$ cat config.mk
export PLATFORM = sky130hd
export DESIGN_NAME = framebuffer_pixel_writer_core
export DESIGN_NICKNAME = d
export VERILOG_FILES = /design/src/sv/fpw_pkg.sv /design/src/sv/framebuffer_pixel_writer_core.sv /design/src/sv/fpw_ctrl.sv /design/src/sv/fpw_datapath.sv
export VERILOG_INCLUDE_DIRS = /design/src /design/src/sv
export SDC_FILE = /design/constraint.sdc
export NUM_CORES = 2
export LEC_CHECK = 0
export BUFFER_PORTS_ARGS = -buffer_cell sky130_fd_sc_hd__buf_2
export CAP_MARGIN = 10
export CORE_ASPECT_RATIO = 0.5
export CORE_MARGIN = 4
export CORE_UTILIZATION = 60
export CTS_CLUSTER_DIAMETER = 100
export DETAILED_ROUTE_END_ITERATION = 8
export GPL_TIMING_DRIVEN = 0
export HOLD_SLACK_MARGIN = 0.1
export PLACE_DENSITY = 0.81
export SYNTH_ARGS = -nofsm -noshare
export SYNTH_HDL_FRONTEND = slang
export SYNTH_SLANG_ARGS = --single-unit
$ cat constraint.sdc
create_clock -name clk -period 7.4 [get_ports clk]
set_input_delay 0.37 -clock clk [delete_from_list [all_inputs] [get_ports clk]]
set_output_delay 0.37 -clock clk [all_outputs]
set_load 0.02 [all_outputs]
$ cat src/sv/assert_macros.svh
// assertion macros shared by the pixel writer modules
// expects clk and rst_n in the scope of each use
`ifndef ASSERT_MACROS_SVH
`define ASSERT_MACROS_SVH
`ifndef ASSERT_OFF
`define ASSERT_SAME(lbl, ante, cons, msg) \
    lbl: assert property (@(posedge clk) disable iff (!rst_n) (ante) |-> (cons)) \
        else $error(msg);
`define ASSERT_NEXT(lbl, ante, cons, msg) \
    lbl: assert property (@(posedge clk) disable iff (!rst_n) (ante) |=> (cons)) \
        else $error(msg);
`else
`define ASSERT_SAME(lbl, ante, cons, msg)
`define ASSERT_NEXT(lbl, ante, cons, msg)
`endif
`endif

$ cat src/sv/fpw_pkg.sv
// shared types, codes and the channel scaling function of the pixel writer
// no dependencies
package fpw_pkg;

    localparam logic [2:0] CMD_AT_NUMBER = 3'd0;
    localparam logic [2:0] CMD_AT_XY     = 3'd1;
    localparam logic [2:0] CMD_NEXT_X    = 3'd2;
    localparam logic [2:0] CMD_NEXT_Y    = 3'd3;
    localparam logic [2:0] CMD_NEXT_DIAG = 3'd4;

    localparam logic [1:0] MODE_RGB888 = 2'd0;
    localparam logic [1:0] MODE_RGB565 = 2'd1;
    localparam logic [1:0] MODE_RGB444 = 2'd2;

    localparam logic [1:0] REG_COLOR_MODE   = 2'd0;
    localparam logic [1:0] REG_BASE_ADDRESS = 2'd1;
    localparam logic [1:0] REG_LINE_WIDTH   = 2'd2;

    localparam logic [12:0] LINE_WIDTH_RESET = 13'd320;

    localparam logic [5:0] EN_RGB888   = 6'h3F;
    localparam logic [5:0] EN_RGB565   = 6'h0F;
    localparam logic [5:0] EN_444_EVEN = 6'h0B;
    localparam logic [5:0] EN_444_ODD  = 6'h0D;
    localparam logic [5:0] EN_NONE     = 6'h00;

    localparam logic [16:0] COLOR_FULL = 17'h10000;

    typedef struct packed {
        logic capture;
        logic finish;
    } fpw_cmd_t;

    // clamp a q1.16 channel to full and scale by m, truncating
    function automatic logic [7:0] scale_ch(input logic [16:0] c, input logic [7:0] m);
        logic [16:0] cc;
        logic [24:0] prod;
        cc   = (c > COLOR_FULL) ? COLOR_FULL : c;
        prod = 25'(cc) * 25'(m);
        return prod[23:16];
    endfunction

endpackage

$ cat src/sv/framebuffer_pixel_writer_core.sv
// framebuffer pixel writer: draw command in, one byte-addressed memory write out
// each item is registered in the capture stage, then in the output registers; a result not yet taken stalls the finish
// a new item is accepted only after the last one has finished: the capture stage (width-by-row multiply) is
// followed by the address add and color packing stage
// reset: color mode rgb888, base address 0, line width 320, cursor 0, even alignment
module framebuffer_pixel_writer_core
    import fpw_pkg::*;
#(
    parameter int MAX_LINE_WIDTH = 4096
)
(
    input  logic        clk,
    input  logic        rst_n,
    input  logic        cfg_we,
    input  logic [1:0]  cfg_index,
    input  logic [31:0] cfg_data,
    input  logic        s_axis_tvalid,
    output logic        s_axis_tready,
    input  logic [87:0] s_axis_tdata,  // x, y, red, green, blue
    input  logic [2:0]  s_axis_tuser,  // command
    output logic        m_axis_tvalid,
    input  logic        m_axis_tready,
    output logic [63:0] m_axis_tdata   // write_address, write_data, nibble_enable
);

    fpw_cmd_t    cmd;
    logic [31:0] write_address;
    logic [23:0] write_data;
    logic [5:0]  nibble_enable;

    fpw_ctrl u_ctrl (
        .clk     (clk),
        .rst_n   (rst_n),
        .s_valid (s_axis_tvalid),
        .s_ready (s_axis_tready),
        .m_valid (m_axis_tvalid),
        .m_ready (m_axis_tready),
        .cmd     (cmd)
    );

    fpw_datapath #(
        .MAX_LINE_WIDTH (MAX_LINE_WIDTH)
    ) u_datapath (
        .clk           (clk),
        .rst_n         (rst_n),
        .cfg_we        (cfg_we),
        .cfg_index     (cfg_index),
        .cfg_data      (cfg_data),
        .cmd           (cmd),
        .in_command    (s_axis_tuser),
        .in_x          (s_axis_tdata[23:0]),
        .in_y          (s_axis_tdata[35:24]),
        .in_red        (s_axis_tdata[52:36]),
        .in_green      (s_axis_tdata[69:53]),
        .in_blue       (s_axis_tdata[86:70]),
        .write_address (write_address),
        .write_data    (write_data),
        .nibble_enable (nibble_enable)
    );

    assign m_axis_tdata = {2'b00, nibble_enable, write_data, write_address};

endmodule

$ cat src/sv/fpw_ctrl.sv
// controller of the pixel writer: capture and finish sequencing, output valid
// depends on fpw_pkg and assert_macros.svh
`include "assert_macros.svh"

module fpw_ctrl
    import fpw_pkg::*;
(
    input  logic     clk,
    input  logic     rst_n,
    input  logic     s_valid,
    output logic     s_ready,
    output logic     m_valid,
    input  logic     m_ready,
    output fpw_cmd_t cmd
);

    typedef enum logic {
        S_IDLE,
        S_FIN
    } state_t;

    state_t state_reg, state_next;
    logic   out_valid_reg, out_valid_next;

    always_comb
    begin
        cmd.capture    = (state_reg == S_IDLE) && s_valid;
        cmd.finish     = (state_reg == S_FIN) && (!out_valid_reg || m_ready);
        state_next     = state_reg;
        out_valid_next = out_valid_reg;
        if (out_valid_reg && m_ready)
        begin
            out_valid_next = 1'b0;
        end
        unique case (state_reg)
            S_IDLE:
            begin
                if (s_valid)
                begin
                    state_next = S_FIN;
                end
            end
            S_FIN:
            begin
                if (cmd.finish)
                begin
                    state_next     = S_IDLE;
                    out_valid_next = 1'b1;
                end
            end
            default:
            begin
                state_next = S_IDLE;
            end
        endcase
    end

    always_ff @(posedge clk or negedge rst_n)
    begin
        if (!rst_n)
        begin
            state_reg     <= S_IDLE;
            out_valid_reg <= 1'b0;
        end
        else
        begin
            state_reg     <= state_next;
            out_valid_reg <= out_valid_next;
        end
    end

    assign s_ready = (state_reg == S_IDLE);
    assign m_valid = out_valid_reg;

    `ASSERT_NEXT(a_capture_to_fin, cmd.capture, state_reg == S_FIN, "capture did not enter finish")
    `ASSERT_NEXT(a_finish_loads_out, cmd.finish, out_valid_reg, "finished result not presented")
    `ASSERT_SAME(a_no_overwrite, out_valid_reg && !m_ready, !cmd.finish, "pending result overwritten")

endmodule

$ cat src/sv/fpw_datapath.sv
// datapath of the pixel writer: config registers, cursor, address and color packing
// depends on fpw_pkg and assert_macros.svh
`include "assert_macros.svh"

module fpw_datapath
    import fpw_pkg::*;
#(
    parameter int MAX_LINE_WIDTH = 4096
)
(
    input  logic        clk,
    input  logic        rst_n,
    input  logic        cfg_we,
    input  logic [1:0]  cfg_index,
    input  logic [31:0] cfg_data,
    input  fpw_cmd_t    cmd,
    input  logic [2:0]  in_command,
    input  logic [23:0] in_x,
    input  logic [11:0] in_y,
    input  logic [16:0] in_red,
    input  logic [16:0] in_green,
    input  logic [16:0] in_blue,
    output logic [31:0] write_address,
    output logic [23:0] write_data,
    output logic [5:0]  nibble_enable
);

    localparam logic [12:0] WIDTH_CAP =
        (MAX_LINE_WIDTH > 8191) ? 13'h1FFF : 13'(MAX_LINE_WIDTH);

    logic [1:0]  color_mode_reg;
    logic [31:0] base_address_reg;
    logic [12:0] line_width_reg;
    logic [31:0] cursor_reg, cursor_next;
    logic        odd_reg, odd_next;

    logic [2:0]  cmd_reg;
    logic [25:0] pix_reg;
    logic [15:0] incr_reg;
    logic        step_odd_reg;
    logic [16:0] red_reg, green_reg, blue_reg;

    logic [31:0] address_reg;
    logic [23:0] data_reg;
    logic [5:0]  enable_reg;

    logic [1:0]  mode;
    logic        is444;
    logic [12:0] w_capped, w_eff;
    logic [15:0] line_step;
    logic [1:0]  delta;
    logic        x_odd;
    logic [24:0] row_prod;
    logic [15:0] incr_now;
    logic        step_odd_now;

    logic        cmd_at, cmd_step, cmd_ok;
    logic [27:0] pix3;
    logic [27:0] offset;
    logic        odd_now;
    logic [7:0]  r8, g8, b8, r5, g6, b5, r4, g4, b4;
    logic [23:0] data_now;
    logic [5:0]  enable_now;

    always_comb
    begin
        case (color_mode_reg) inside
            MODE_RGB565, MODE_RGB444: mode = color_mode_reg;
            default:                  mode = MODE_RGB888;
        endcase
        is444    = (mode == MODE_RGB444);
        w_capped = (line_width_reg > WIDTH_CAP) ? WIDTH_CAP : line_width_reg;
        w_eff    = is444 ? {w_capped[12:1], 1'b0} : w_capped;
        unique case (mode)
            MODE_RGB565: line_step = 16'({w_eff, 1'b0});
            MODE_RGB444: line_step = 16'(w_eff[12:1]) + 16'({w_eff[12:1], 1'b0});
            default:     line_step = 16'(w_eff) + 16'({w_eff, 1'b0});
        endcase
        unique case (mode)
            MODE_RGB565: delta = 2'd2;
            MODE_RGB444: delta = odd_reg ? 2'd2 : 2'd1;
            default:     delta = 2'd3;
        endcase
        x_odd    = is444 && !odd_reg;
        row_prod = 25'(w_eff) * 25'(in_y);
        case (in_command)
            CMD_NEXT_X:
            begin
                incr_now     = 16'(delta);
                step_odd_now = x_odd;
            end
            CMD_NEXT_Y:
            begin
                incr_now     = line_step;
                step_odd_now = odd_reg;
            end
            CMD_NEXT_DIAG:
            begin
                incr_now     = line_step + 16'(delta);
                step_odd_now = x_odd;
            end
            default:
            begin
                incr_now     = 16'd0;
                step_odd_now = odd_reg;
            end
        endcase
    end

    // item capture, no reset needed
    always_ff @(posedge clk)
    begin
        if (cmd.capture)
        begin
            cmd_reg      <= in_command;
            pix_reg      <= (in_command == CMD_AT_XY) ? 26'(in_x) + 26'(row_prod) : 26'(in_x);
            incr_reg     <= incr_now;
            step_odd_reg <= step_odd_now;
            red_reg      <= in_red;
            green_reg    <= in_green;
            blue_reg     <= in_blue;
        end
    end

    always_comb
    begin
        cmd_at   = 1'b0;
        cmd_step = 1'b0;
        case (cmd_reg) inside
            CMD_AT_NUMBER, CMD_AT_XY:              cmd_at   = 1'b1;
            CMD_NEXT_X, CMD_NEXT_Y, CMD_NEXT_DIAG: cmd_step = 1'b1;
            default:                               cmd_at   = 1'b0;
        endcase
        cmd_ok = cmd_at || cmd_step;
        pix3   = 28'(pix_reg) + 28'({pix_reg, 1'b0});
        unique case (mode)
            MODE_RGB565: offset = 28'({pix_reg, 1'b0});
            MODE_RGB444: offset = pix3 >> 1;
            default:     offset = pix3;
        endcase
        cursor_next = cursor_reg;
        if (cmd_at)
        begin
            cursor_next = base_address_reg + 32'(offset);
        end
        else if (cmd_step)
        begin
            cursor_next = cursor_reg + 32'(incr_reg);
        end
        odd_now  = cmd_at ? pix_reg[0] : step_odd_reg;
        odd_next = (cmd_ok && is444) ? odd_now : odd_reg;

        r8 = scale_ch(red_reg, 8'd255);
        g8 = scale_ch(green_reg, 8'd255);
        b8 = scale_ch(blue_reg, 8'd255);
        r5 = scale_ch(red_reg, 8'd31);
        g6 = scale_ch(green_reg, 8'd63);
        b5 = scale_ch(blue_reg, 8'd31);
        r4 = scale_ch(red_reg, 8'd15);
        g4 = scale_ch(green_reg, 8'd15);
        b4 = scale_ch(blue_reg, 8'd15);
        unique case (mode)
            MODE_RGB565:
            begin
                data_now   = {8'h00, r5[4:0], g6[5:0], b5[4:0]};
                enable_now = EN_RGB565;
            end
            MODE_RGB444:
            begin
                if (odd_now)
                begin
                    data_now   = {8'h00, g4[3:0], b4[3:0], 4'h0, r4[3:0]};
                    enable_now = EN_444_ODD;
                end
                else
                begin
                    data_now   = {8'h00, b4[3:0], 4'h0, r4[3:0], g4[3:0]};
                    enable_now = EN_444_EVEN;
                end
            end
            default:
            begin
                data_now   = {b8, g8, r8};
                enable_now = EN_RGB888;
            end
        endcase
        if (!cmd_ok)
        begin
            data_now   = 24'h000000;
            enable_now = EN_NONE;
        end
    end

    always_ff @(posedge clk or negedge rst_n)
    begin
        if (!rst_n)
        begin
            color_mode_reg   <= MODE_RGB888;
            base_address_reg <= 32'h0000_0000;
            line_width_reg   <= LINE_WIDTH_RESET;
            cursor_reg       <= 32'h0000_0000;
            odd_reg          <= 1'b0;
        end
        else
        begin
            if (cmd.finish)
            begin
                cursor_reg <= cursor_next;
                odd_reg    <= odd_next;
            end
            if (cfg_we)
            begin
                unique case (cfg_index)
                    REG_COLOR_MODE:   color_mode_reg <= cfg_data[1:0];
                    REG_BASE_ADDRESS:
                    begin
                        base_address_reg <= cfg_data;
                        cursor_reg       <= cfg_data;
                    end
                    REG_LINE_WIDTH:   line_width_reg <= cfg_data[12:0];
                    default:          color_mode_reg <= color_mode_reg;
                endcase
            end
        end
    end

    // output payload
    always_ff @(posedge clk)
    begin
        if (cmd.finish)
        begin
            address_reg <= cursor_next;
            data_reg    <= data_now;
            enable_reg  <= enable_now;
        end
    end

    assign write_address = address_reg;
    assign write_data    = data_reg;
    assign nibble_enable = enable_reg;

    `ASSERT_NEXT(a_base_sets_cursor, cfg_we && cfg_index == REG_BASE_ADDRESS, cursor_reg == $past(cfg_data), "cursor not set by base write")
    `ASSERT_NEXT(a_bad_cmd_keeps, cmd.finish && !cmd_ok && !cfg_we, cursor_reg == $past(cursor_reg) && odd_reg == $past(odd_reg), "unknown command changed state")

endmodule
After elaboration in Yosys (flattened, before gate mapping) --
Index checks and enable logic that the tools add are counted. W data, S select, Z words.
Word-level totals: output and inout bits 66, register bits after elaboration 241
Cells by class: $add $sub $neg 7, reduce and logical (&&, ||, !) cells 19, bitwise operators 1, equality and inequality tests 14, multiplexer cells 32, multipliers 10, order comparisons 4
Operators by type and width (count):
- $mux W32 | 5
- $mul A17 B8 Y24 const B | 3
- $mul A17 B4 Y20 const B | 3
- $pmux W28 S2 | 1
- $gt A17 B17 Y1 const B | 3
- $mux W17 | 3
- $pmux W16 S3 | 1
- $pmux W24 S2 | 1
- $mul A17 B5 Y21 const B | 2
- $add A32 B16 Y32 | 1
- $add A32 B28 Y32 | 1
- $pmux W15 S2 | 1
- $add A26 B27 Y28 | 1
- $add A24 B25 Y26 | 1
- $mul A13 B12 Y25 | 1
- $mux W24 | 1
- $mul A17 B6 Y22 const B | 1
- $add A16 B2 Y16 | 1
- $mux W16 | 1
- $add A13 B14 Y15 | 1
- $add A12 B13 Y14 | 1
- $gt A13 B13 Y1 const B | 1
- $mux W13 | 1
- $eq A3 B2 Y1 const B | 4
- other kinds (19) | 47

Logic depth before layout (Yosys ltp) --
depth after elaboration 10, gate-level depth with buffers 27, depth with buffers taken out 25

Hierarchy --
A second synthesis with hierarchy kept.
Second synthesis, totals: cells, all modules 3523, area total of the unflattened synthesis 33613.5 um^2
Modules (own cells, without submodules):
- fpw_datapath | sequential area each 6718.9 um^2, cells each 3512, instances 1, area an instance 33500.9 um^2
- fpw_ctrl | sequential area each 50.0 um^2, cells each 8, instances 1, area an instance 93.8 um^2
- framebuffer_pixel_writer_core | sequential area each 0.0 um^2, cells each 3, instances 1, area an instance 18.8 um^2

Least setup slack after synthesis --
Ideal clock, no wire load.
kind register -> register, start register u_datapath.line_width_reg[12], end register u_datapath.pix_reg[23] (data pin), period minus slack after synthesis 6.328 ns, data required time 7.144 ns, arrival 6.072 ns, cell stages (with the launch flop) 25, slack 1.072 ns, buffers on the path 3, cells stage by stage dfrtp_1 -> clkbuf_1 -> buf_1 -> nor2b_1 -> clkbuf_1 -> and2_1 -> fa_1 -> inv_1 -> fa_1 -> fa_1 -> inv_1 -> fa_1 -> inv_1 -> fa_1 -> inv_1 -> ha_1 -> a211oi_1 -> o211ai_1 -> a31oi_1 -> a31oi_1 -> a21o_1 -> a21oi_1 -> o21ai_0 -> a211o_1 -> a22o_1
Between the ends: longest elaborated chain between the ends 6
RTL lines:
- from (decl) | RTL line fpw_datapath.sv:33 | logic [12:0] line_width_reg;
- from (signal assigned) | RTL line fpw_datapath.sv:220 | REG_LINE_WIDTH: line_width_reg <= cfg_data[12:0];
- $gt A13 B13 Y1 | RTL line fpw_datapath.sv:72 | w_capped = (line_width_reg > WIDTH_CAP) ? WIDTH_CAP : line_width_reg;
- $mux W13 (*) | RTL line fpw_datapath.sv:72
- $mux W1 | RTL line fpw_datapath.sv:73 | w_eff = is444 ? {w_capped[12:1], 1'b0} : w_capped;
- $mul A13 B12 Y25 (*) | RTL line fpw_datapath.sv:85 | row_prod = 25'(w_eff) * 25'(in_y);
- $add A24 B25 Y26 (*) | RTL line fpw_datapath.sv:116 | pix_reg <= (in_command == CMD_AT_XY) ? 26'(in_x) + 26'(row_prod) : 26'(in_x);
- $mux W24 (*) | RTL line fpw_datapath.sv:116
- to (signal assigned) | RTL line fpw_datapath.sv:116
- to (decl) | RTL line fpw_datapath.sv:38 | logic [25:0] pix_reg;
Mark *: on every way between the ends. The rest lies on a longest branch, timed or not. A chain may end at the register's enable or synchronous reset.

Final worst setup path --
start register u_datapath.line_width_reg[8], end register u_datapath.pix_reg[25] (data pin)
Between the ends: longest elaborated chain between the ends 5
RTL lines (RTL line):
- $gt A13 B13 Y1 | fpw_datapath.sv:72
- $mux W13 (*) | fpw_datapath.sv:72
- $mux W1 | fpw_datapath.sv:73
- $mul A13 B12 Y25 (*) | fpw_datapath.sv:85
- $add A24 B25 Y26 (*) | fpw_datapath.sv:116
Marked as above.

==> flow_metrics.tcl <==
set metrics [dict create \
    status "complete, but fails checks" \
    violations "design-rule violations" \
    std_cell_rows 60 \
    io_buffer_count 192 \
    first_global_vias 28753 \
    ys_seq_area_frac 0.201 \
    final.min_clock_period_ns 7.13 \
    synthTopCellsByArea "fa_1 27%, edfxtp_1 14%, ha_1 13%" \
    synth_most_common_cell "inv_1" \
    setup_viol 0 \
    drtAntennaViolNets 0 \
    worstPathArrival_ns 7.45 \
    die_area_um2 60100 \
    maxSlewHeadroom 0.407 \
    critical_path_class "reg2reg" \
    drt_iter0_drc 2267 \
    pre_cts_ws_ns -0.298 \
    synthCells 3518 \
    dr.pass1.iters 9 \
    coreArea_um2 54600 \
    drive_gt1_frac 0.0896 \
    layout_setup_ws_ns 0.266 \
    clkSlewWorstSetupHoldPaths_ns 0.07 \
    io_pins 196 \
    postCtsSetupBuffers 0 \
    ctsLongestPathBuffers 3 \
    required_ns 7.72 \
    diodes 0 \
    start_util 0.616 \
    htree_levels 1 \
    cts_made_buffers 27 \
    drt-vias-per-instance 5.98 \
    grt_pass1_wl_mm 151 \
    cp-start-kind "flip-flop" \
    wl_per_cell_um 20.3 \
    worst_slew_pin_slew_ns 0.867 \
    yosysUniqueCellTypes 99 \
    path_max_fanout 11 \
    route.vias.total 27500 \
    drc 17 \
    hold_start "cfg_data[24]" \
    ys_warn_count 0 \
    r2r_start "u_datapath.line_width_reg[8]" \
    r2r_cells 21 \
    die_h_um 175 \
    syn_area_per_cell_um2 9.55 \
    synth_top_cell_area_share 0.266 \
    fin_cells 4595 \
    antenna_found_initial 1 \
    dp_hpwl_mm 75.4 \
    insertion_delay_ns 0.59 \
    fmax_mhz 140 \
    die_w_um 343 \
    end_kind "flip-flop" \
    crit_start "u_datapath.line_width_reg[8]" \
    hold_viol_final 0 \
    grtUsageMet3 0.0395 \
    async_flop_share 0.343 \
    cts_sinks 239 \
    wl_mm 93.2 \
    hold_depth 3 \
    finClkSkew_ns 0.0321 \
    synth_top_cells_by_count "594 x inv_1, 447 x fa_1, 390 x nand2_1" \
    nNetsFinal 4766 \
    place.gp.congestion 0.986 \
    syn_to_final_growth_pct 11.4 \
    grt_use_total 0.315 \
    drv_slew 0 \
    synth-edff-count 157 \
    grt_max_degree 64 \
    cts_tree "yes" \
    mappedNetlistArea_um2 33600 \
    yosys_register_bits 239 \
    grt_use_met2 0.534 \
    yosys_most_used_dff "edfxtp_1" \
    top_usage_layer "met2" \
    overflow 0 \
    grtUsageMet1 0.415 \
    place_inst 4461 \
    root_buffer "clkbuf_16" \
    fillers 4204 \
    finalCritPeriodShare 0.964 \
    tns_ns 0 \
    hold_class "in2reg" \
    synth_area_leader_cell "fa_1" \
    drv_cap 0 \
]
-- through the flow --
step | util | cell area, um2 | hold WS, ns
floorplan | - | 33600 | 0.0744
global placement | 0.650 | 35500 | 0.467
detailed placement | 0.653 | 35600 | 0.377
CTS | 0.685 | 37400 | 0.103
global route | 0.686 | 37400 | 0.115
finish | 0.686 | 37400 | 0.125
-- layout by cell type (no fill, tap or decap), types with 24 or more instances in the layout --
| cell type | instances |
|---|---|
| xnor2_1 | 91 |
| mux2i_1 | 24 |
| buf_2 | 197 |
| clkbuf_1 | 63 |
| nand3_1 | 47 |
| o21ai_0 | 135 |
| nor3_1 | 42 |
| xor2_1 | 72 |
| nor2_1 | 140 |
| clkbuf_16 | 28 |
| a211oi_1 | 37 |
| a21o_1 | 79 |
| a22oi_1 | 25 |
| inv_1 | 593 |
| dfrtp_1 | 80 |
| fa_1 | 447 |
| edfxtp_1 | 157 |
| dlygate4sd3_1 | 84 |
| o21a_1 | 33 |
| and2_1 | 74 |
| nand2_1 | 390 |
| a31oi_1 | 31 |
| a21oi_1 | 155 |
| ha_1 | 359 |
-- layout make-up --
cell class / count / area, um2 / share of cell area
plain buffers: 103 / 465 / 0.0124
clock buffers: 32 / 726 / 0.0194
clock inverters: 18 / 158 / 0.00421
inverters: 596 / 2240 / 0.0599
multi-input cells: 2582 / 24200 / 0.647
flip-flops and latches: 239 / 6770 / 0.181
well taps: 744 / 931 / 0.0249
repair buffers: 281 / 1920 / 0.0513
-- cell families after synthesis --
group | Yosys count | synth area share
buf+inv | 699 | 0.0795
other cells | 1 | 0.000112
mux | 45 | 0.0142
simple gates | 839 | 0.116
xor+xnor | 163 | 0.0425
flops | 239 | 0.201
fa+ha+maj | 806 | 0.400
compound gates | 726 | 0.146
-- routing by layer --
metal	up-vias	wire, um	part of all wire
li1	12481	-	-
met1	13510	37300	0.40
met2	1232	44500	0.48
met3	277	7030	0.075
met4	0	4370	0.047
met5	-	0	0
-- final timing paths --
path | endpoint | slack [ns]
hold reg to reg | u_datapath.base_address_reg[17] | 0.48
setup reg to reg | u_datapath.pix_reg[25] | 0.27
max in group asynchronous | u_datapath.line_width_reg[8] | 6.37
setup / recovery | u_datapath.pix_reg[25] | 0.27
min in group asynchronous | u_datapath.base_address_reg[28] | 0.32
hold / removal | u_datapath.base_address_reg[24] | 0.13
-- critical path, stage by stage, from the launching register on --
cell	delay (ns)
dfstp_2	0.55
nor2b_1	0.66
clkbuf_2	0.45
nand2_1	0.13
fa_1	0.56
inv_1	0.05
fa_1	0.57
fa_1	0.44
fa_1	0.49
inv_1	0.05
fa_1	0.52
inv_1	0.04
ha_1	0.35
a211oi_1	0.27
o211ai_1	0.26
a31oi_2	0.25
a31oi_1	0.19
a2111o_1	0.44
a21o_1	0.18
a21oi_1	0.17
xor2_1	0.16
nor2_1	0.06
-- what timing repair did --
action,in CTS,in global routing
hold buffers,84,0
endpoints found under the setup margin,7,9
gates resized for setup,7,33
endpoints found under the hold margin,135,0
Power is left out: the tool's default activity adds up to more than one toggle a clock period on the data nets, which glitch-free logic cannot reach.
